**src/rtl/core/cvcs_pkg.sv**
```systemverilog
// Shared types, constants and helpers of the cell voltage converter and stats block.
// No dependencies; every other file in rtl/core imports this package.
`timescale 1ns / 1ps
`default_nettype none

package cvcs_pkg;

	// Cells per group and the position of the last one.
	localparam int unsigned CELLS    = 6;
	localparam int unsigned POS_W    = 3;
	localparam logic [POS_W-1:0] LAST_POS = POS_W'(CELLS - 1);

	// Field widths.
	localparam int unsigned RAW_W  = 14;
	localparam int unsigned GAIN_W = 9;
	localparam int unsigned OFS_W  = 8;
	localparam int unsigned MV_W   = 13;
	localparam int unsigned SUM_W  = 16;
	localparam int unsigned TAG_W  = 4;

	// Register indexes of the configuration port.
	localparam logic REG_GAIN   = 1'b0;
	localparam logic REG_OFFSET = 1'b1;

	// Register reset values.
	localparam logic [GAIN_W-1:0] GAIN_RESET   = 9'd380;
	localparam logic [OFS_W-1:0]  OFFSET_RESET = 8'd0;

	// floor(x / 1000) == ((x >> 3) * RECIP) >> RECIP_SHIFT, exact for x below 2^23.
	localparam int unsigned PROD_W      = RAW_W + GAIN_W;
	localparam int unsigned DIV_IN_W    = PROD_W - 3;
	localparam int unsigned RECIP_W     = 21;
	localparam logic [RECIP_W-1:0] RECIP = 21'd1073742;
	localparam int unsigned RECIP_SHIFT = 27;
	localparam int unsigned QPROD_W     = DIV_IN_W + RECIP_W;
	localparam int unsigned QUOT_W      = 14;

	localparam logic [MV_W-1:0]  MV_MAX   = '1;
	localparam logic [TAG_W-1:0] TAG_LAST = 4'd10;

	typedef struct packed {
		logic [GAIN_W-1:0] gain;
		logic [OFS_W-1:0]  offset;
	} cvcs_cfg_t;

	// One converted cell on its way from the front end to the stats unit.
	typedef struct packed {
		logic [MV_W-1:0]  mv;
		logic [POS_W-1:0] pos;
	} cvcs_cell_t;

	function automatic logic [TAG_W-1:0] tap_label(input logic [POS_W-1:0] pos);
		logic [TAG_W-1:0] tag;
		case (pos)
			3'd0: tag = 4'd1;
			3'd1: tag = 4'd2;
			3'd2: tag = 4'd5;
			3'd3: tag = 4'd6;
			3'd4: tag = 4'd7;
			3'd5: tag = 4'd10;
			default: tag = 4'd0;
		endcase
		return tag;
	endfunction

endpackage

`default_nettype wire

```
**src/rtl/core/cvcs_front.sv**
```systemverilog
// Front end: accepts raw readings, tags the cell position, converts to millivolts.
// Depends on cvcs_pkg; pushes converted cells into cvcs_queue.
`timescale 1ns / 1ps
`default_nettype none

module cvcs_front #(
	parameter int unsigned QUEUE_DEPTH = 4,
	parameter int unsigned CNT_W       = $clog2(QUEUE_DEPTH + 1)
) (
	input  wire logic                          clk,
	input  wire logic                          arst_n,
	input  wire cvcs_pkg::cvcs_cfg_t           cfg,
	input  wire logic                          in_valid,
	output logic                               in_ready,
	input  wire logic [cvcs_pkg::RAW_W-1:0]    raw_reading,
	input  wire logic [CNT_W-1:0]              q_count,
	output logic                               push,
	output cvcs_pkg::cvcs_cell_t               push_cell
);
	import cvcs_pkg::*;

	localparam int unsigned OCC_W = CNT_W + 1;

	logic                 accept;
	logic [OCC_W-1:0]     occupancy;
	logic [POS_W-1:0]     pos_q;
	logic                 v_s1, v_s2;
	logic [PROD_W-1:0]    prod_s1;
	logic [POS_W-1:0]     pos_s1, pos_s2;
	logic [QPROD_W-1:0]   qprod_s2;
	logic [QUOT_W-1:0]    quot;
	logic signed [QUOT_W:0] level;

	// Reserve a queue slot for every item still in the conversion stages.
	assign occupancy = OCC_W'(q_count) + OCC_W'(v_s1) + OCC_W'(v_s2);
	assign in_ready  = occupancy < OCC_W'(QUEUE_DEPTH);
	assign accept    = in_valid && in_ready;

	always_ff @(posedge clk or negedge arst_n) begin
		if (!arst_n) begin
			pos_q <= '0;
			v_s1  <= 1'b0;
			v_s2  <= 1'b0;
		end else begin
			v_s1 <= accept;
			v_s2 <= v_s1;
			if (accept) begin
				pos_q <= (pos_q == LAST_POS) ? '0 : pos_q + 1'b1;
			end
		end
	end

	// Stage 1: raw times gain. Stage 2: divide by 1000 through the reciprocal.
	always_ff @(posedge clk) begin
		if (accept) begin
			prod_s1 <= PROD_W'(raw_reading) * PROD_W'(cfg.gain);
			pos_s1  <= pos_q;
		end
		qprod_s2 <= QPROD_W'(prod_s1[PROD_W-1:3]) * QPROD_W'(RECIP);
		pos_s2   <= pos_s1;
	end

	assign quot  = qprod_s2[RECIP_SHIFT +: QUOT_W];
	assign level = $signed({1'b0, quot}) + (QUOT_W+1)'($signed(cfg.offset));

	always_comb begin
		push          = v_s2;
		push_cell.pos = pos_s2;
		if (level < 0) begin
			push_cell.mv = '0;
		end else if (level > $signed({2'b00, MV_MAX})) begin
			push_cell.mv = MV_MAX;
		end else begin
			push_cell.mv = level[MV_W-1:0];
		end
	end

endmodule

`default_nettype wire

```
**src/rtl/core/cvcs_queue.sv**
```systemverilog
// Short queue between the conversion front end and the stats back end.
// Depends on cvcs_pkg for the cell type.
`timescale 1ns / 1ps
`default_nettype none

module cvcs_queue #(
	parameter int unsigned QUEUE_DEPTH = 4,
	parameter int unsigned CNT_W       = $clog2(QUEUE_DEPTH + 1)
) (
	input  wire logic                  clk,
	input  wire logic                  arst_n,
	input  wire logic                  push,
	input  wire cvcs_pkg::cvcs_cell_t  push_cell,
	input  wire logic                  pop,
	output logic                       head_valid,
	output cvcs_pkg::cvcs_cell_t       head_cell,
	output logic [CNT_W-1:0]           count
);
	import cvcs_pkg::*;

	localparam int unsigned PTR_W = (QUEUE_DEPTH > 1) ? $clog2(QUEUE_DEPTH) : 1;
	localparam logic [PTR_W-1:0] PTR_LAST = PTR_W'(QUEUE_DEPTH - 1);

	cvcs_cell_t       mem_q [QUEUE_DEPTH];
	logic [PTR_W-1:0] wr_ptr_q, rd_ptr_q;
	logic [CNT_W-1:0] count_q;

	assign count      = count_q;
	assign head_valid = count_q != '0;
	assign head_cell  = mem_q[rd_ptr_q];

	always_ff @(posedge clk) begin
		if (push) begin
			mem_q[wr_ptr_q] <= push_cell;
		end
	end

	always_ff @(posedge clk or negedge arst_n) begin
		if (!arst_n) begin
			wr_ptr_q <= '0;
			rd_ptr_q <= '0;
			count_q  <= '0;
		end else begin
			if (push) begin
				wr_ptr_q <= (wr_ptr_q == PTR_LAST) ? '0 : wr_ptr_q + 1'b1;
			end
			if (pop) begin
				rd_ptr_q <= (rd_ptr_q == PTR_LAST) ? '0 : rd_ptr_q + 1'b1;
			end
			case ({push, pop})
				2'b10:   count_q <= count_q + 1'b1;
				2'b01:   count_q <= count_q - 1'b1;
				default: count_q <= count_q;
			endcase
		end
	end

endmodule

`default_nettype wire

```
**src/rtl/core/cvcs_back.sv**
```systemverilog
// Back end: running pack sum, first-wins max and min, and the output register.
// Depends on cvcs_pkg; pops cells from cvcs_queue.
`timescale 1ns / 1ps
`default_nettype none

module cvcs_back (
	input  wire logic                         clk,
	input  wire logic                         arst_n,
	input  wire logic                         head_valid,
	input  wire cvcs_pkg::cvcs_cell_t         head_cell,
	output logic                              pop,
	output logic                              out_valid,
	input  wire logic                         out_ready,
	output logic [cvcs_pkg::MV_W-1:0]         cell_mv,
	output logic [cvcs_pkg::TAG_W-1:0]        cell_tag,
	output logic                              group_done,
	output logic [cvcs_pkg::SUM_W-1:0]        pack_mv,
	output logic [cvcs_pkg::MV_W-1:0]         highest_mv,
	output logic [cvcs_pkg::MV_W-1:0]         lowest_mv,
	output logic [cvcs_pkg::MV_W-1:0]         spread_mv,
	output logic [cvcs_pkg::TAG_W-1:0]        highest_tag,
	output logic [cvcs_pkg::TAG_W-1:0]        lowest_tag
);
	import cvcs_pkg::*;

	logic [SUM_W-1:0] sum_q, sum_d;
	logic [MV_W-1:0]  high_q, high_d, low_q, low_d;
	logic [POS_W-1:0] high_pos_q, high_pos_d, low_pos_q, low_pos_d;
	logic             first, last;
	logic             out_valid_q;

	logic [MV_W-1:0]  cell_mv_q, highest_mv_q, lowest_mv_q, spread_mv_q;
	logic [TAG_W-1:0] cell_tag_q, highest_tag_q, lowest_tag_q;
	logic             group_done_q;
	logic [SUM_W-1:0] pack_mv_q;

	// Advance when the output register is empty or being drained.
	assign pop = head_valid && (!out_valid_q || out_ready);

	assign first = head_cell.pos == '0;
	assign last  = head_cell.pos == LAST_POS;

	always_comb begin
		if (first) begin
			sum_d      = SUM_W'(head_cell.mv);
			high_d     = head_cell.mv;
			high_pos_d = '0;
			low_d      = head_cell.mv;
			low_pos_d  = '0;
		end else begin
			sum_d      = sum_q + SUM_W'(head_cell.mv);
			high_d     = high_q;
			high_pos_d = high_pos_q;
			low_d      = low_q;
			low_pos_d  = low_pos_q;
			if (head_cell.mv > high_q) begin
				high_d     = head_cell.mv;
				high_pos_d = head_cell.pos;
			end
			if (head_cell.mv < low_q) begin
				low_d     = head_cell.mv;
				low_pos_d = head_cell.pos;
			end
		end
	end

	always_ff @(posedge clk or negedge arst_n) begin
		if (!arst_n) begin
			out_valid_q <= 1'b0;
			sum_q       <= '0;
			high_q      <= '0;
			high_pos_q  <= '0;
			low_q       <= '0;
			low_pos_q   <= '0;
		end else begin
			if (pop) begin
				out_valid_q <= 1'b1;
				sum_q       <= sum_d;
				high_q      <= high_d;
				high_pos_q  <= high_pos_d;
				low_q       <= low_d;
				low_pos_q   <= low_pos_d;
			end else if (out_ready) begin
				out_valid_q <= 1'b0;
			end
		end
	end

	// Stats fields read zero until the last cell of the group.
	always_ff @(posedge clk) begin
		if (pop) begin
			cell_mv_q     <= head_cell.mv;
			cell_tag_q    <= tap_label(head_cell.pos);
			group_done_q  <= last;
			pack_mv_q     <= last ? sum_d : '0;
			highest_mv_q  <= last ? high_d : '0;
			lowest_mv_q   <= last ? low_d : '0;
			spread_mv_q   <= last ? high_d - low_d : '0;
			highest_tag_q <= last ? tap_label(high_pos_d) : '0;
			lowest_tag_q  <= last ? tap_label(low_pos_d) : '0;
		end
	end

	assign out_valid   = out_valid_q;
	assign cell_mv     = cell_mv_q;
	assign cell_tag    = cell_tag_q;
	assign group_done  = group_done_q;
	assign pack_mv     = pack_mv_q;
	assign highest_mv  = highest_mv_q;
	assign lowest_mv   = lowest_mv_q;
	assign spread_mv   = spread_mv_q;
	assign highest_tag = highest_tag_q;
	assign lowest_tag  = lowest_tag_q;

endmodule

`default_nettype wire

```
**src/rtl/core/cell_voltage_convert_and_stats.sv**
```systemverilog
// Top level of the cell voltage converter and group statistics block.
// Depends on cvcs_pkg, cvcs_front, cvcs_queue and cvcs_back.
`timescale 1ns / 1ps
`default_nettype none

// One raw 14-bit ADC count per transfer on the input channel, cells in order,
// six cells to a group (tap labels 1, 2, 5, 6, 7, 10). Every input transfer
// yields exactly one output transfer: the cell in millivolts,
// floor(raw * gain / 1000) + offset clamped to 0..8191, and its tap label.
// The transfer of the sixth cell also carries group_done and the group's pack
// sum, highest, lowest, spread and the labels of the first cells holding the
// highest and lowest; on other transfers those fields read zero. The block
// sustains one reading per clock while the output does not stall. A cell
// passes, in order, the raw times gain register, which loads at the input
// transfer, then the reciprocal multiply that divides by 1000, the queue
// write and the output register, which raises out_valid. The input side
// takes a reading whenever the queue has room for it and for everything
// still in the multiplier stages. At full rate three of those places are
// in use, so QUEUE_DEPTH must be four or more to keep one reading per
// clock; while the output stalls, the input takes QUEUE_DEPTH minus three
// more readings and then holds in_ready low.
// Write gain (index 0) and offset (index 1) only while no transfer is in
// flight; the cell counter runs on across writes.
module cell_voltage_convert_and_stats #(
	parameter int unsigned QUEUE_DEPTH = 4
) (
	input  wire logic                         clk,
	input  wire logic                         arst_n,
	input  wire logic                         cfg_we,
	input  wire logic                         cfg_index,
	input  wire logic [cvcs_pkg::GAIN_W-1:0]  cfg_wdata,
	input  wire logic                         in_valid,
	output logic                              in_ready,
	input  wire logic [cvcs_pkg::RAW_W-1:0]   raw_reading,
	output logic                              out_valid,
	input  wire logic                         out_ready,
	output logic [cvcs_pkg::MV_W-1:0]         cell_mv,
	output logic [cvcs_pkg::TAG_W-1:0]        cell_tag,
	output logic                              group_done,
	output logic [cvcs_pkg::SUM_W-1:0]        pack_mv,
	output logic [cvcs_pkg::MV_W-1:0]         highest_mv,
	output logic [cvcs_pkg::MV_W-1:0]         lowest_mv,
	output logic [cvcs_pkg::MV_W-1:0]         spread_mv,
	output logic [cvcs_pkg::TAG_W-1:0]        highest_tag,
	output logic [cvcs_pkg::TAG_W-1:0]        lowest_tag
);
	import cvcs_pkg::*;

	localparam int unsigned CNT_W = $clog2(QUEUE_DEPTH + 1);

	cvcs_cfg_t        cfg_q;
	logic             push, pop, head_valid;
	cvcs_cell_t       push_cell, head_cell;
	logic [CNT_W-1:0] q_count;

	// Configuration registers; the write lands at once, no handshake.
	always_ff @(posedge clk or negedge arst_n) begin
		if (!arst_n) begin
			cfg_q.gain   <= GAIN_RESET;
			cfg_q.offset <= OFFSET_RESET;
		end else if (cfg_we) begin
			case (cfg_index)
				REG_GAIN:   cfg_q.gain   <= cfg_wdata;
				REG_OFFSET: cfg_q.offset <= cfg_wdata[OFS_W-1:0];
				default:    cfg_q        <= cfg_q;
			endcase
		end
	end

	// Front end: accept, tag position, convert to millivolts.
	cvcs_front #(
		.QUEUE_DEPTH (QUEUE_DEPTH),
		.CNT_W       (CNT_W)
	) u_front (
		.clk         (clk),
		.arst_n      (arst_n),
		.cfg         (cfg_q),
		.in_valid    (in_valid),
		.in_ready    (in_ready),
		.raw_reading (raw_reading),
		.q_count     (q_count),
		.push        (push),
		.push_cell   (push_cell)
	);

	// Queue decouples conversion from the stats and output side.
	cvcs_queue #(
		.QUEUE_DEPTH (QUEUE_DEPTH),
		.CNT_W       (CNT_W)
	) u_queue (
		.clk        (clk),
		.arst_n     (arst_n),
		.push       (push),
		.push_cell  (push_cell),
		.pop        (pop),
		.head_valid (head_valid),
		.head_cell  (head_cell),
		.count      (q_count)
	);

	// Back end: group statistics and the output register.
	cvcs_back u_back (
		.clk         (clk),
		.arst_n      (arst_n),
		.head_valid  (head_valid),
		.head_cell   (head_cell),
		.pop         (pop),
		.out_valid   (out_valid),
		.out_ready   (out_ready),
		.cell_mv     (cell_mv),
		.cell_tag    (cell_tag),
		.group_done  (group_done),
		.pack_mv     (pack_mv),
		.highest_mv  (highest_mv),
		.lowest_mv   (lowest_mv),
		.spread_mv   (spread_mv),
		.highest_tag (highest_tag),
		.lowest_tag  (lowest_tag)
	);

	// Queue credit must keep the queue from overflowing.
	a_queue_bound: assert property (@(posedge clk) disable iff (!arst_n)
		(CNT_W + 1)'(q_count) <= (CNT_W + 1)'(QUEUE_DEPTH))
		else $error("queue count above depth");

	// A push into a full queue would drop a cell.
	a_no_overflow: assert property (@(posedge clk) disable iff (!arst_n)
		push && !pop |-> (CNT_W + 1)'(q_count) < (CNT_W + 1)'(QUEUE_DEPTH))
		else $error("push into full queue");

	// Group end always lands on the last tap, with ordered extremes.
	a_group_end: assert property (@(posedge clk) disable iff (!arst_n)
		out_valid && group_done |-> cell_tag == TAG_LAST && highest_mv >= lowest_mv
			&& spread_mv == highest_mv - lowest_mv)
		else $error("inconsistent group statistics");

	// Stats fields pack_mv, highest_tag and lowest_tag stay zero mid-group, off the last tap.
	a_mid_group: assert property (@(posedge clk) disable iff (!arst_n)
		out_valid && !group_done |-> pack_mv == '0 && highest_tag == '0
			&& lowest_tag == '0 && cell_tag != TAG_LAST)
		else $error("stats fields set before group end");

endmodule

`default_nettype wire
```
**config.mk**
```make
export PLATFORM = sky130hd
export DESIGN_NAME = cell_voltage_convert_and_stats
export DESIGN_NICKNAME = d
export VERILOG_FILES = /design/src/rtl/core/cvcs_pkg.sv /design/src/rtl/core/cvcs_front.sv /design/src/rtl/core/cvcs_queue.sv /design/src/rtl/core/cvcs_back.sv /design/src/rtl/core/cell_voltage_convert_and_stats.sv
export SDC_FILE = /design/constraint.sdc
export NUM_CORES = 1
export LEC_CHECK = 0
export BUFFER_PORTS_ARGS = -buffer_cell sky130_fd_sc_hd__buf_2
export CAP_MARGIN = 20
export CORE_ASPECT_RATIO = 1.1
export CORE_MARGIN = 4
export CORE_UTILIZATION = 61
export CTS_CLUSTER_DIAMETER = 120
export DETAILED_ROUTE_END_ITERATION = 8
export GPL_TIMING_DRIVEN = 0
export PLACE_DENSITY = 0.79
export SETUP_SLACK_MARGIN = 0.4
export SYNTH_ARGS = -nofsm -noshare
export SYNTH_HDL_FRONTEND = slang
export SYNTH_SLANG_ARGS = --single-unit
```
**constraint.sdc**
```tcl
create_clock -name clk -period 6.9 [get_ports clk]
set_input_delay 1.035 -clock clk [delete_from_list [all_inputs] [get_ports clk]]
set_output_delay 1.035 -clock clk [all_outputs]
set_load 0.05 [all_outputs]
```
# --- Yosys cells after proc, flatten, opt, wreduce, memory -nomap -nowiden ---
# Memory sizes are Yosys's and may differ from the RTL's.
# Cells that the tools add are included.
# Widths: inputs -> output; s select.
op_classes:
  n_addsub: 10
  n_mul: 2
  div_mod_pow: 0
  n_lt_le_gt_ge: 5
  n_eq_ne: 20
  shift: 0
  muxes: 22
  bitwise: 1
  n_reduce_logical: 12
op_table:
  columns: ["cell", "count"]
  rows:
  - ["$mux 13", 6]
  - ["$pmux 4 s6", 3]
  - ["$mul 20x20->40 const B", 1]
  - ["$mul 14x9->23", 1]
  - ["$eq 3x3->1 const B", 7]
  - ["$eq 3x2->1 const B", 6]
  - ["$add 16x13->16", 1]
  - ["$mux 16", 1]
  - ["$add 15x8->15", 1]
  - ["$gt 15x14->1 const B", 1]
  - ["$lt 15x1->1 const B", 1]
  - ["$mux 3", 5]
  - ["$gt 13x13->1", 1]
  - ["$lt 13x13->1", 1]
  - ["$sub 13x13->13", 1]
  - ["$eq 3x1->1 const B", 3]
  - ["$logic_not 3->1", 3]
  - ["$add 3x1->3 const B", 2]
  - ["$eq 2x2->1 const B", 3]
  - ["$pmux 3 s2", 1]
  - ["$add 2x1->2 const B", 2]
  - ["$add 3x1->4", 1]
  - ["$add 4x1->4", 1]
  - ["$lt 4x3->1 const B", 1]
  - ["11 further kinds", 18]
totals:
  ff_bits: 228
  latch_bits: 0
  mem_bits_rw: 64
  mem_bits_ro: 0
  in_bits: 29
  output_inout_bits: 83
  wordCells: 100
  n_memories: 1
memory_table:
  columns: ["name", "depth", "word_bits", "rd", "rd_clocked_by_memory_dff", "write_ports", "line_no", "text"]
  rows:
  - ["u_queue.mem_q", 4, 16, 1, 0, 1, "cvcs_queue.sv:24", "cvcs_cell_t mem_q [QUEUE_DEPTH];"]

# --- Depth between registers and ports, before layout ---
# Gate-level depths: netlist of the first run.
# An unclocked memory read counts as a cell.
logic_depth:
  depth_word: 6
  depth_mapped: 22
  ltp_nobuf: 20

# --- Cells and area by module ---
# A second synthesis of the first run with hierarchy kept.
hier_totals:
  hier_cells: 1943
  hier_area_um2: 21438.1
modules_own_cells:
  columns: ["module", "instances", "cells_per_inst", "area_each_um2", "seq_area_each_um2"]
  rows:
  - ["cvcs_front", 1, 1148, 10906.7, 1156.1]
  - ["cvcs_back", 1, 636, 7079.3, 3658.5]
  - ["cvcs_queue", 1, 122, 2762.6, 2097.0]
  - ["cell_voltage_convert_and_stats", 1, 37, 689.4, 432.9]

# --- Worst setup path before layout of the first run ---
# Ideal clock, no wire load.
synth_timing:
  path_kind: "input to register"
  from: "in raw_reading[7] in the netlist's numbering"
  to: "reg u_front.prod_s1[21], data pin"
  setup_time_ns: 0.258
  arrival_time_ns: 5.298
  t_required_ns: 6.642
  setup_slack_ns: 1.344
  stages: 16
  n_path_buf: 1
  cell_sequence: "clkbuf_1 > nand2_1 > fa_1 > inv_1 > fa_1 > fa_1 > fa_1 > ha_1 > a21o_1 > a21o_1 > a21o_1 > a2111oi_0 > o211ai_1 > a31o_2 > a21oi_1 > xnor2_1"
synth_via:
  elab_chain_cells: 1
synth_rtl:
  columns: ["item", "line_no", "text"]
  rows:
  - ["start: declaration", "cell_voltage_convert_and_stats.sv:34", "input wire logic [cvcs_pkg::RAW_W-1:0] raw_reading,"]
  - ["$mul 14x9->23", "cvcs_front.sv:56", "prod_s1 <= PROD_W'(raw_reading) * PROD_W'(cfg.gain);"]
  - ["end signal: assignment", "cvcs_front.sv:56", null]
  - ["end: declaration", "cvcs_front.sv:28", "logic [PROD_W-1:0] prod_s1;"]
# No other way between the ends.
# A chain may end at the register's enable or synchronous reset.

==> results.toml, run 1 <==
[setup_path]
rr_endpoint = "u_back.spread_mv[12]"
worst-endpoint-required_ns = 7.18
critical_path.startpoint = "u_queue.rd_ptr_q[0]"
r2r.worst_path.cells = 20
startpoint_type = "flip-flop"
max_stage_delay_ns = 0.72
rrSetupSlack_ns = 0.63
critical_path_peak_fanout = 10
crit_end = "u_back.spread_mv[12]"
worstSetupEndpointType = "flip-flop"
arrival_ns = 6.55
worstSetupPathType = "flip-flop to flip-flop"
r2r_start = "u_queue.rd_ptr_q[0]"
slowest_stage = "mux4_2"
critical_path.cell_chain = "buf_6 > buf_2 > mux4_2 > ha_1 > nand4_1 > nor4_2 > a31oi_2 > nor2_2 > clkbuf_2 > mux2i_2 > ha_1 > fa_1 > nand2b_1 > a21oi_1 > o211ai_1 > a21oi_1 > o31ai_1 > xnor2_1 > a211oi_1 > nand2b_1"

[sta]
setup_viol = 0
final_min_period_ns = 6.27
worstMarginPinSlew_ns = 0.904
grt_setup_unrepaired = "true"
max_clock_freq_ghz = 0.159
skew_ns = 0.0280
period_share_pct = 90.9
timing.slew.headroom_pct = 39.0
slew_violations = 0
final.setup.tns_ns = 0
timing_hold_violations_final = 0

[worst_hold_path]
hold_path_class = "flip-flop to flip-flop"

[global_routing]
global_route.overflow_total = 0
globalRouteTotalUtil_pct = 25.2
number_of_global_route_vias_before_repair = 15700
grt_first_pass_wirelength_um = 77000
grt_start_max_net_pins = 56
antenna_found_initial = 0

[logic_synthesis]
net_count_after_synthesis = 2409
post_synthesis_mean_instance_area_um2 = 11.0
ys_seq_area_share_pct = 34.7
ys_types = 68
yosys-mux-area-fraction_pct = 4.98
compound_gate_fraction_of_synth_area_pct = 8.39
main_flop_type_after_synthesis = "edfxtp_1"
synth_adder_area_share_pct = 33.1
ys_async_sr_fraction_pct = 29.7
synth-edff-count = 168
syn-instance-count = 1925
synth.cell_area_mm2 = 0.0212
synth-seq-cells = 263
synth_top_family_by_area = "adder cells"
synth-xor-area-share_pct = 2.56
count_of_warnings_emitted_by_yosys = 0
synth-simple-area-share_pct = 9.92

[routing]
drtIter0Drc = 869
detail_route.drc_violations = 0
routed_wire_length_per_instance_um = 18.3
length_of_the_first_detailed_routing_pass_in_iterations = 5
drt_wl_total_um = 46000
viasPerCell = 5.77
num_vias = 14500
ant_nets_after_route = 0

[clocking]
total_cts_buffers = 27
htree_num_levels = 1
cts_sinks = 263
insertion_delay_ns = 0.55
clkSlewWorstSetupHoldPaths_ns = 0.06
cts_root_buffer = "clkbuf_16"
maximum_buffer_depth_of_the_clock_tree = 3
tritoncts = "built"

[floorplanning]
rows = 71
start_util_pct = 61.9
die_width_um = 186
die-area_mm2 = 0.0378
die_h_um = 203
core-area_mm2 = 0.0342
io_pins = 112

[outcome]
run_status = "complete, no violations"

[placed_design]
hpwlAfterDp_um = 36600
port_buffers = 100
place.gp.congestion = 0.934

[finish]
drive_gt1_share_pct = 11.8
fill_cell_count = 2533
area_growth_pct = 9.64
num-nets-final = 2541

[job]
drv_cap = 0
## critical path: cells and delay by family (launching register included)
| kind | cells | cell delay, ns |
|---|---|---|
| compound gates | 6 | 1.15 |
| xor+xnor | 1 | 0.19 |
| fa+ha+maj | 3 | 0.91 |
| buf+inv | 3 | 0.90 |
| flops | 1 | 0.37 |
| mux | 2 | 1.12 |
| simple gates | 5 | 1.35 |
## cell families after synthesis
kind of cell | count (synthesis)
buffers and inverters | 354
muxes | 79
xor gates and xnor gates | 62
AOI/OAI and AO/OA | 280
adders and majority gates | 455
DFF | 263
and+or+nand+nor | 432
## cell usage in the layout, fill, tap and decap left out, types with 4 or more instances in the layout
cell       Yosys  layout
fa_1         174     174
o21bai_1       4       4
o21ai_0       61      60
a211oi_1      10      10
mux2i_1       13      12
inv_1        304     304
nor2b_1       14      14
nand3_1       18      18
xnor2_1       42      42
and2_1        71      71
nor3_1        34      34
nor2_1        88      87
ha_1         281     281
buf_2          1     101
a31oi_1       12      11
xor2_1        20      20
o21a_1        22      22
clkbuf_8       0       5
dfrtp_1       72      72
nand2b_1      15      15
or3_1          9       9
o211ai_1       9       9
a31o_2         5       5
and3_1        15      15
mux2_2        50      50
dfstp_2        6       6
clkbuf_1      43      48
clkbuf_16      0      28
or2_2          7       7
edfxtp_1     168     168
nand2_1      139     139
mux4_2        16      16
a21oi_1       87      87
nand4_1       11      11
a21o_1        31      31
dfxtp_1       17      17
## routing by layer
layer  vias up  routed length (um)  track usage (%)
met3       164                1880             2.62
met4         0                2690             12.4
li1       6809                   -                -
met2       447               23600             45.7
met1      7108               17800             29.7
met5         -                   0                0
## how the worst min path moves through the flow
stage	start	to	slack (ns)	cells after the start
detailed placement	u_front.pos_s1[2]	u_front.pos_s2[2]	0.33	0
global placement	u_front.pos_s1[2]	u_front.pos_s2[2]	0.33	0
floorplan	u_front.pos_s1[0]	u_front.pos_s2[0]	0.32	0
global route	u_front.pos_s1[2]	u_front.pos_s2[2]	0.35	0
CTS	u_front.pos_s1[2]	u_front.pos_s2[2]	0.35	0
finish	u_front.pos_s1[2]	u_front.pos_s2[2]	0.35	0
## area by class of cell
type	count	area, um2	share of cell area, %
Sequential cell	263	7340	31.6
Clock buffer	42	803	3.46
Buffer	50	224	0.965
Tap cell	438	548	2.36
Clock inverter	8	87.6	0.377
Antenna cell	1	2.50	0.0108
Inverter	304	1140	4.92
Timing Repair Buffer	103	573	2.47
Multi-Input combinational cell	1308	12500	53.8
## Yosys cell counts, types with 17 or more instances
master / count / area [um2]
a21o_1: 31 / 233
a21oi_1: 87 / 435
and2_1: 71 / 444
clkbuf_1: 43 / 161
dfrtp_1: 72 / 1800
dfxtp_1: 17 / 340
edfxtp_1: 168 / 5040
fa_1: 174 / 3480
ha_1: 281 / 3520
inv_1: 304 / 1140
mux2_2: 50 / 563
nand2_1: 139 / 522
nand3_1: 18 / 90.1
nor2_1: 88 / 330
nor3_1: 34 / 170
o21a_1: 22 / 165
o21ai_0: 61 / 305
xnor2_1: 42 / 368
xor2_1: 20 / 175
## registers in the layout, summed over array words and instances (netlist names), 4 cells and up
| signal | flops |
|---|---|
| u_back.pack_mv | 16 |
| u_back.spread_mv | 13 |
| cfg_q | 17 |
| u_back.cell_tag | 4 |
| u_back.highest_tag | 4 |
| u_queue.mem_q | 64 |
| u_back.sum_q | 16 |
| u_back.high_q | 13 |
| u_back.lowest_mv | 13 |
| u_back.lowest_tag | 4 |
| u_back.highest_mv | 13 |
| u_back.cell_mv | 13 |
| u_back.low_q | 13 |
| u_front.prod_s1 | 20 |
| u_front.qprod_s2 | 14 |
## repair_timing
item / CTS / global route
hold buffers: 0 / 0
endpoints found under the setup margin: 8 / 4
resized for setup: 6 / 3
buffers inserted: 0 / 0
## stage by stage
stage	utilization, %	worst slack (ns)	std cells	hold slack, ns	cell area (um2)
2_1_floorplan	-	1.34	1925	0.323	21200
3_3_place_gp	65.0	-0.190	2463	0.327	22200
3_5_place_dp	65.2	-0.249	2466	0.328	22300
4_1_cts	67.9	0.460	2516	0.351	23200
5_1_grt	67.9	0.352	2516	0.354	23200
6_report	67.9	0.628	2517	0.347	23200
Power of run 1 is not shown: default switching activity piles up to over one toggle a cycle in this logic, so the estimate is an artifact.
==> run 2, diff against run 1 <==
--- a/config.mk
+++ b/config.mk
@@ -5,6 +5,7 @@
 export SDC_FILE = /design/constraint.sdc
 export NUM_CORES = 1
 export LEC_CHECK = 0
+export ABC_AREA = 1
 export BUFFER_PORTS_ARGS = -buffer_cell sky130_fd_sc_hd__buf_2
 export CAP_MARGIN = 20
 export CORE_ASPECT_RATIO = 1.1
@@ -13,7 +14,7 @@
 export CTS_CLUSTER_DIAMETER = 120
 export DETAILED_ROUTE_END_ITERATION = 8
 export GPL_TIMING_DRIVEN = 0
-export PLACE_DENSITY = 0.79
+export PLACE_DENSITY = 0.78
 export SETUP_SLACK_MARGIN = 0.4
 export SYNTH_ARGS = -nofsm -noshare
 export SYNTH_HDL_FRONTEND = slang
==> results.toml, run 2 <==
[outcome]
run_status = "complete, no violations"

[placed_design]
port_buffers = 97
place.gp.congestion = 1.02
hpwlAfterDp_um = 43200

[global_routing]
grt_first_pass_wirelength_um = 87300
gr-usage-met2_pct = 47.6
grt_use_met3_pct = 3.09
highest_utilization_routing_layer_at_the_global_route_stage = "met2"
number_of_global_route_vias_before_repair = 17400
global_route.overflow_total = 0
globalRouteTotalUtil_pct = 27.3
grt_start_max_net_pins = 74
groute.layer.met1.usage_pct = 35.5
antenna_found_initial = 1

[sta]
timing_hold_violations_final = 0
max_clock_freq_ghz = 0.176
setup_viol = 0
skew_ns = 0.0140
timing.slew.headroom_pct = 26.1
worstMarginPinSlew_ns = 1.11
period_share_pct = 82.3
final_min_period_ns = 5.68
grt_setup_unrepaired = "false"
slew_violations = 0
final.setup.tns_ns = 0

[finish]
insertedDiodeCount = 0
area_growth_pct = 9.42
num-nets-final = 3104
drive_gt1_share_pct = 7.00
layout.cells.most_common_list = "nand2_1 (551), inv_1 (503), ha_1 (281), fa_1 (174), edfxtp_1 (168)"
register_area_mm2 = 0.00734
fill_cell_count = 2846
layout_commonest_cell = "nand2_1"
multi_input_gate_area_in_the_final_layout_mm2 = 0.0126
max_flop_register = "u_queue.mem_q"
biggestRegsByFlops = "u_queue.mem_q x64, u_front.prod_s1 x20, cfg_q x17"
max_ffs_per_register = 64

[logic_synthesis]
count_of_warnings_emitted_by_yosys = 0
area_share_of_the_largest_cell_type_after_synthesis_pct = 22.7
ys_types = 50
synth.largest_area_cell = "edfxtp_1"
synth-edff-count = 168
ys_async_sr_fraction_pct = 29.7
net_count_after_synthesis = 2975
synth-seq-cells = 263
synth_top_area_cells = "edfxtp_1 (23%), ha_1 (16%), fa_1 (16%)"
synth.cell_area_mm2 = 0.0222
syn-instance-count = 2491
main_flop_type_after_synthesis = "edfxtp_1"
post-synth-top-count-cell = "nand2_1"
yosys-top-cells-count = "nand2_1 (551), inv_1 (503), ha_1 (281)"
post_synthesis_mean_instance_area_um2 = 8.91
ys_seq_area_share_pct = 33.1

[floorplanning]
core-area_mm2 = 0.0361
start_util_pct = 61.5
rows = 73
die_width_um = 190
die-area_mm2 = 0.0395
die_h_um = 208
io_pins = 112

[setup_path]
worst-endpoint-required_ns = 7.38
critical_path.n_buffers_inverters = 3
slowest_stage = "edfxtp_1"
worstSetupEndpointType = "flip-flop"
critical_path.cell_chain = "ha_1 > ha_1 > fa_1 > fa_1 > fa_1 > fa_1 > inv_1 > fa_1 > inv_1 > ha_1 > nand2_1 > nor2_1 > inv_1 > nor4_1 > nand4_1 > nand3_1 > xor2_1"
startpoint_type = "flip-flop"
worstSetupPathType = "flip-flop to flip-flop"
critical_path_peak_fanout = 6
arrival_ns = 6.15
critical-path-top-delay-family = "adder cells"
max_stage_delay_ns = 0.59
crit_top_cell = "fa_1"

[worst_hold_path]
hold_path_class = "flip-flop to flip-flop"

[routing]
routed_wire_length_per_instance_um = 17.1
length_of_the_first_detailed_routing_pass_in_iterations = 6
viasPerCell = 5.52
drt_wl_total_um = 53600
detail_route.drc_violations = 0
ant_nets_after_route = 0
num_vias = 17300
drtIter0Drc = 1188

[clocking]
tritoncts = "built"
post_cts_resized = 0
cts_sinks = 263
clkSlewWorstSetupHoldPaths_ns = 0.06
cts_setup_buffers = 0
cts_hold_buffers = 0
htree_num_levels = 1
maximum_buffer_depth_of_the_clock_tree = 3
total_cts_buffers = 28
cts_root_buffer = "clkbuf_16"
insertion_delay_ns = 0.57

[job]
drv_cap = 0
-- run 2: changes by cell type after synthesis, moves of 16 or more --
| cell | change |
|---|---|
| mux4_2 | -16 |
| nand2_1 | +412 |
| nor3_1 | -20 |
| o21ai_0 | +70 |
| mux2_2 | -49 |
| a21oi_1 | +44 |
| inv_1 | +199 |
| xnor2_1 | -27 |
| o21ai_1 | +22 |
| and2_1 | -70 |
| nor2_1 | +44 |
| nand3_1 | +32 |
-- run 2: worst paths after layout --
check,cells past startpoint,slack [ns],start,end
min in group asynchronous,1,0.45,arst_n,u_back.out_valid
hold reg to reg,0,0.34,u_front.pos_s1[2],u_front.pos_s2[2]
setup / recovery,17,1.22,u_front.prod_s1[7],u_front.qprod_s2[36]
max in group asynchronous,2,5.75,arst_n,cfg_q[16]
setup reg to reg,17,1.22,u_front.prod_s1[7],u_front.qprod_s2[36]
hold / removal,0,0.34,u_front.pos_s1[2],u_front.pos_s2[2]
-- run 2: metal layers --
layer,up-vias,part of all wire (%)
li1,8239,-
met1,8278,40
met2,606,50
met3,137,6.0
met4,2,4.0
met5,-,0.022
-- run 2: area by class of cell --
class / instances / area share (%)
clock buffer: 38 / 3.17
buffer: 61 / 1.18
clock inverter: 14 / 0.675
multi-input combinational: 1658 / 52.1
timing repair buffer: 99 / 2.24
tap: 487 / 2.51
sequential: 263 / 30.2
inverter: 509 / 7.88
-- run 2: kinds of logic (layout without fill, tap and decap cells) --
kind of cell / Yosys count / after routing / share of synthesized area, %
AND/OR/NAND/NOR: 780 / 780 / 14.0
buffers and inverters: 570 / 721 / 9.90
adder cells (fa/ha/maj): 455 / 455 / 31.5
AO/OA/AOI/OAI: 371 / 371 / 9.38
flip-flops: 263 / 263 / 33.1
XOR/XNOR: 51 / 51 / 2.05
multiplexers: 1 / 1 / 0.0507
-- run 2: per-stage QoR --
stage	cells	setup slack (ns)	hold slack [ns]	cell area (um2)	utilization (%)
global route	3129	0.936	0.350	24300	67.3
detailed placement	3077	1.27	0.330	23300	64.7
floorplan	2491	1.73	0.323	22200	-
global placement	3075	0.428	0.325	23300	64.5
CTS	3129	1.23	0.345	24300	67.3
finish	3129	1.22	0.343	24300	67.3
Power of run 2 is left out for the same reason.
==> run 3, diff against run 2 <==
--- a/config.mk
+++ b/config.mk
@@ -10,11 +10,11 @@
 export CAP_MARGIN = 20
 export CORE_ASPECT_RATIO = 1.1
 export CORE_MARGIN = 4
-export CORE_UTILIZATION = 61
+export CORE_UTILIZATION = 57
 export CTS_CLUSTER_DIAMETER = 120
 export DETAILED_ROUTE_END_ITERATION = 8
 export GPL_TIMING_DRIVEN = 0
-export PLACE_DENSITY = 0.78
+export PLACE_DENSITY = 0.77
 export SETUP_SLACK_MARGIN = 0.4
 export SYNTH_ARGS = -nofsm -noshare
 export SYNTH_HDL_FRONTEND = slang
==> constraint.sdc (replaced) <==
create_clock -name clk -period 4.9 [get_ports clk]
set_input_delay 0.735 -clock clk [delete_from_list [all_inputs] [get_ports clk]]
set_output_delay 0.735 -clock clk [all_outputs]
set_load 0.05 [all_outputs]
==> results.toml, run 3 (synthesis gave the netlist of run 2 again) <==
[outcome]
run_status = "finished with violations"
violations = "setup timing"

[floorplanning]
die_h_um = 215
die-area_mm2 = 0.0422
die_width_um = 196
rows = 75
start_util_pct = 58.0
core-area_mm2 = 0.0383
io_pins = 112

[finish]
final_cell_area_mm2 = 0.0271
layout.cells.most_common_list = "nand2_1 (517), inv_1 (480), ha_1 (216), edfxtp_1 (168), fa_1 (162)"
max_flop_register = "u_queue.mem_q"
drive_gt1_share_pct = 20.1
layout.core_utilization_pct = 70.8
area_growth_pct = 22.2
max_ffs_per_register = 64
num-nets-final = 3216
biggestRegsByFlops = "u_queue.mem_q x64, u_front.prod_s1 x20, cfg_q x17"
layout_commonest_cell = "nand2_1"

[sta]
setup_viol = 9
max_clock_freq_ghz = 0.197
skew_ns = 0.0218
grt_setup_unrepaired = "true"
final_min_period_ns = 5.08
timing.slew.headroom_pct = 42.0
period_share_pct = 104
worstMarginPinSlew_ns = 0.866
fin_ws_ns = -0.175
timing_hold_violations_final = 0
slew_violations = 0

[global_routing]
global_route.overflow_total = 0
globalRouteTotalUtil_pct = 27.3
grt_start_max_net_pins = 76
grt_first_pass_wirelength_um = 93300
antenna_found_initial = 0
number_of_global_route_vias_before_repair = 18400

[routing]
length_of_the_first_detailed_routing_pass_in_iterations = 6
drt_wl_total_um = 62700
num_vias = 18600
ant_nets_after_route = 0
drtIter0Drc = 1672
detail_route.drc_violations = 0
viasPerCell = 5.72
routed_wire_length_per_instance_um = 19.3

[clocking]
total_cts_buffers = 28
htree_num_levels = 1
cts_sinks = 263
maximum_buffer_depth_of_the_clock_tree = 3
cts_hold_buffers = 0
insertion_delay_ns = 0.55
clkSlewWorstSetupHoldPaths_ns = 0.07
cts_root_buffer = "clkbuf_16"
tritoncts = "built"

[job]
drv_cap = 0

[setup_path]
rr_endpoint = "u_front.qprod_s2[36]"
r2r_start = "u_front.prod_s1[5]"
r2r.worst_path.cells = 19
startpoint_type = "flip-flop"
worstSetupEndpointType = "flip-flop"
rrSetupSlack_ns = -0.18
critical_path.startpoint = "u_front.prod_s1[5]"
arrival_ns = 5.49
critical_path_peak_fanout = 3
worstSetupPathType = "flip-flop to flip-flop"
worst-endpoint-required_ns = 5.32

[worst_hold_path]
hold_path_class = "input pin to async pin"

[placed_design]
place.gp.congestion = 1.01
hpwlAfterDp_um = 43800
place_area_mm2 = 0.0236
port_buffers = 97
run 3: metrics by stage:
| stage | TNS, ns | hold slack, ns | setup WS, ns | cells |
|---|---|---|---|---|
| after floorplan | 0 | 0.323 | 0.387 | 2491 |
| after global placement | -3.24 | 0.327 | -0.458 | 3088 |
| after detailed placement | -4.60 | 0.328 | -0.484 | 3090 |
| after CTS | 0 | 0.0489 | 0.0514 | 3215 |
| after global routing | -2.51 | 0.0584 | -0.300 | 3254 |
| final | -0.747 | 0.0557 | -0.175 | 3255 |
run 3: worst max-delay path by stage:
stage	to	slack, ns	cells after the start
global placement	u_back.spread_mv[10]	-0.46	26
global route	u_front.qprod_s2[36]	-0.30	19
finish	u_front.qprod_s2[36]	-0.18	19
floorplan	u_front.qprod_s2[35]	0.39	20
CTS	u_front.qprod_s2[36]	0.05	19
detailed placement	u_back.spread_mv[10]	-0.48	26
run 3: cell type report:
type                            count  area [um2]
Buffer                             61         443
Inverter                          509        1930
Multi-Input combinational cell   1658       14200
Antenna cell                        1        2.50
Fill cell                        2631       11200
Timing Repair Buffer              211        1550
Clock buffer                       38         822
Tap cell                          500         626
Sequential cell                   263        7350
Clock inverter                     14         184
run 3: critical path, cell delays in order, from the launching register on:
cell	delay (ns)
edfxtp_1	0.51
buf_6	0.18
ha_4	0.24
ha_4	0.18
fa_2	0.37
fa_1	0.61
fa_2	0.46
fa_1	0.49
inv_1	0.05
fa_1	0.51
inv_2	0.06
ha_4	0.23
nand2_2	0.10
inv_2	0.06
a21oi_2	0.19
a21boi_2	0.23
o21ai_0	0.13
nand2_1	0.10
nand3_2	0.10
xor2_1	0.16
run 3: per-layer routing:
metal / global-route usage (%) / up-vias / wire, um
met2: 48.4 / 956 / 31200
met4: 9.66 / 0 / 3770
met1: 34.5 / 8918 / 23000
met3: 3.27 / 272 / 4770
met5: 0 / - / 0
li1: - / 8468 / -
run 3: timing repair:
action	CTS	global route
gates resized for setup	155	170
endpoints found under the setup margin	38	34
buffers inserted	73	34
pin swaps	65	88
cloned	0	4
Power of run 3 is left out for the same reason.
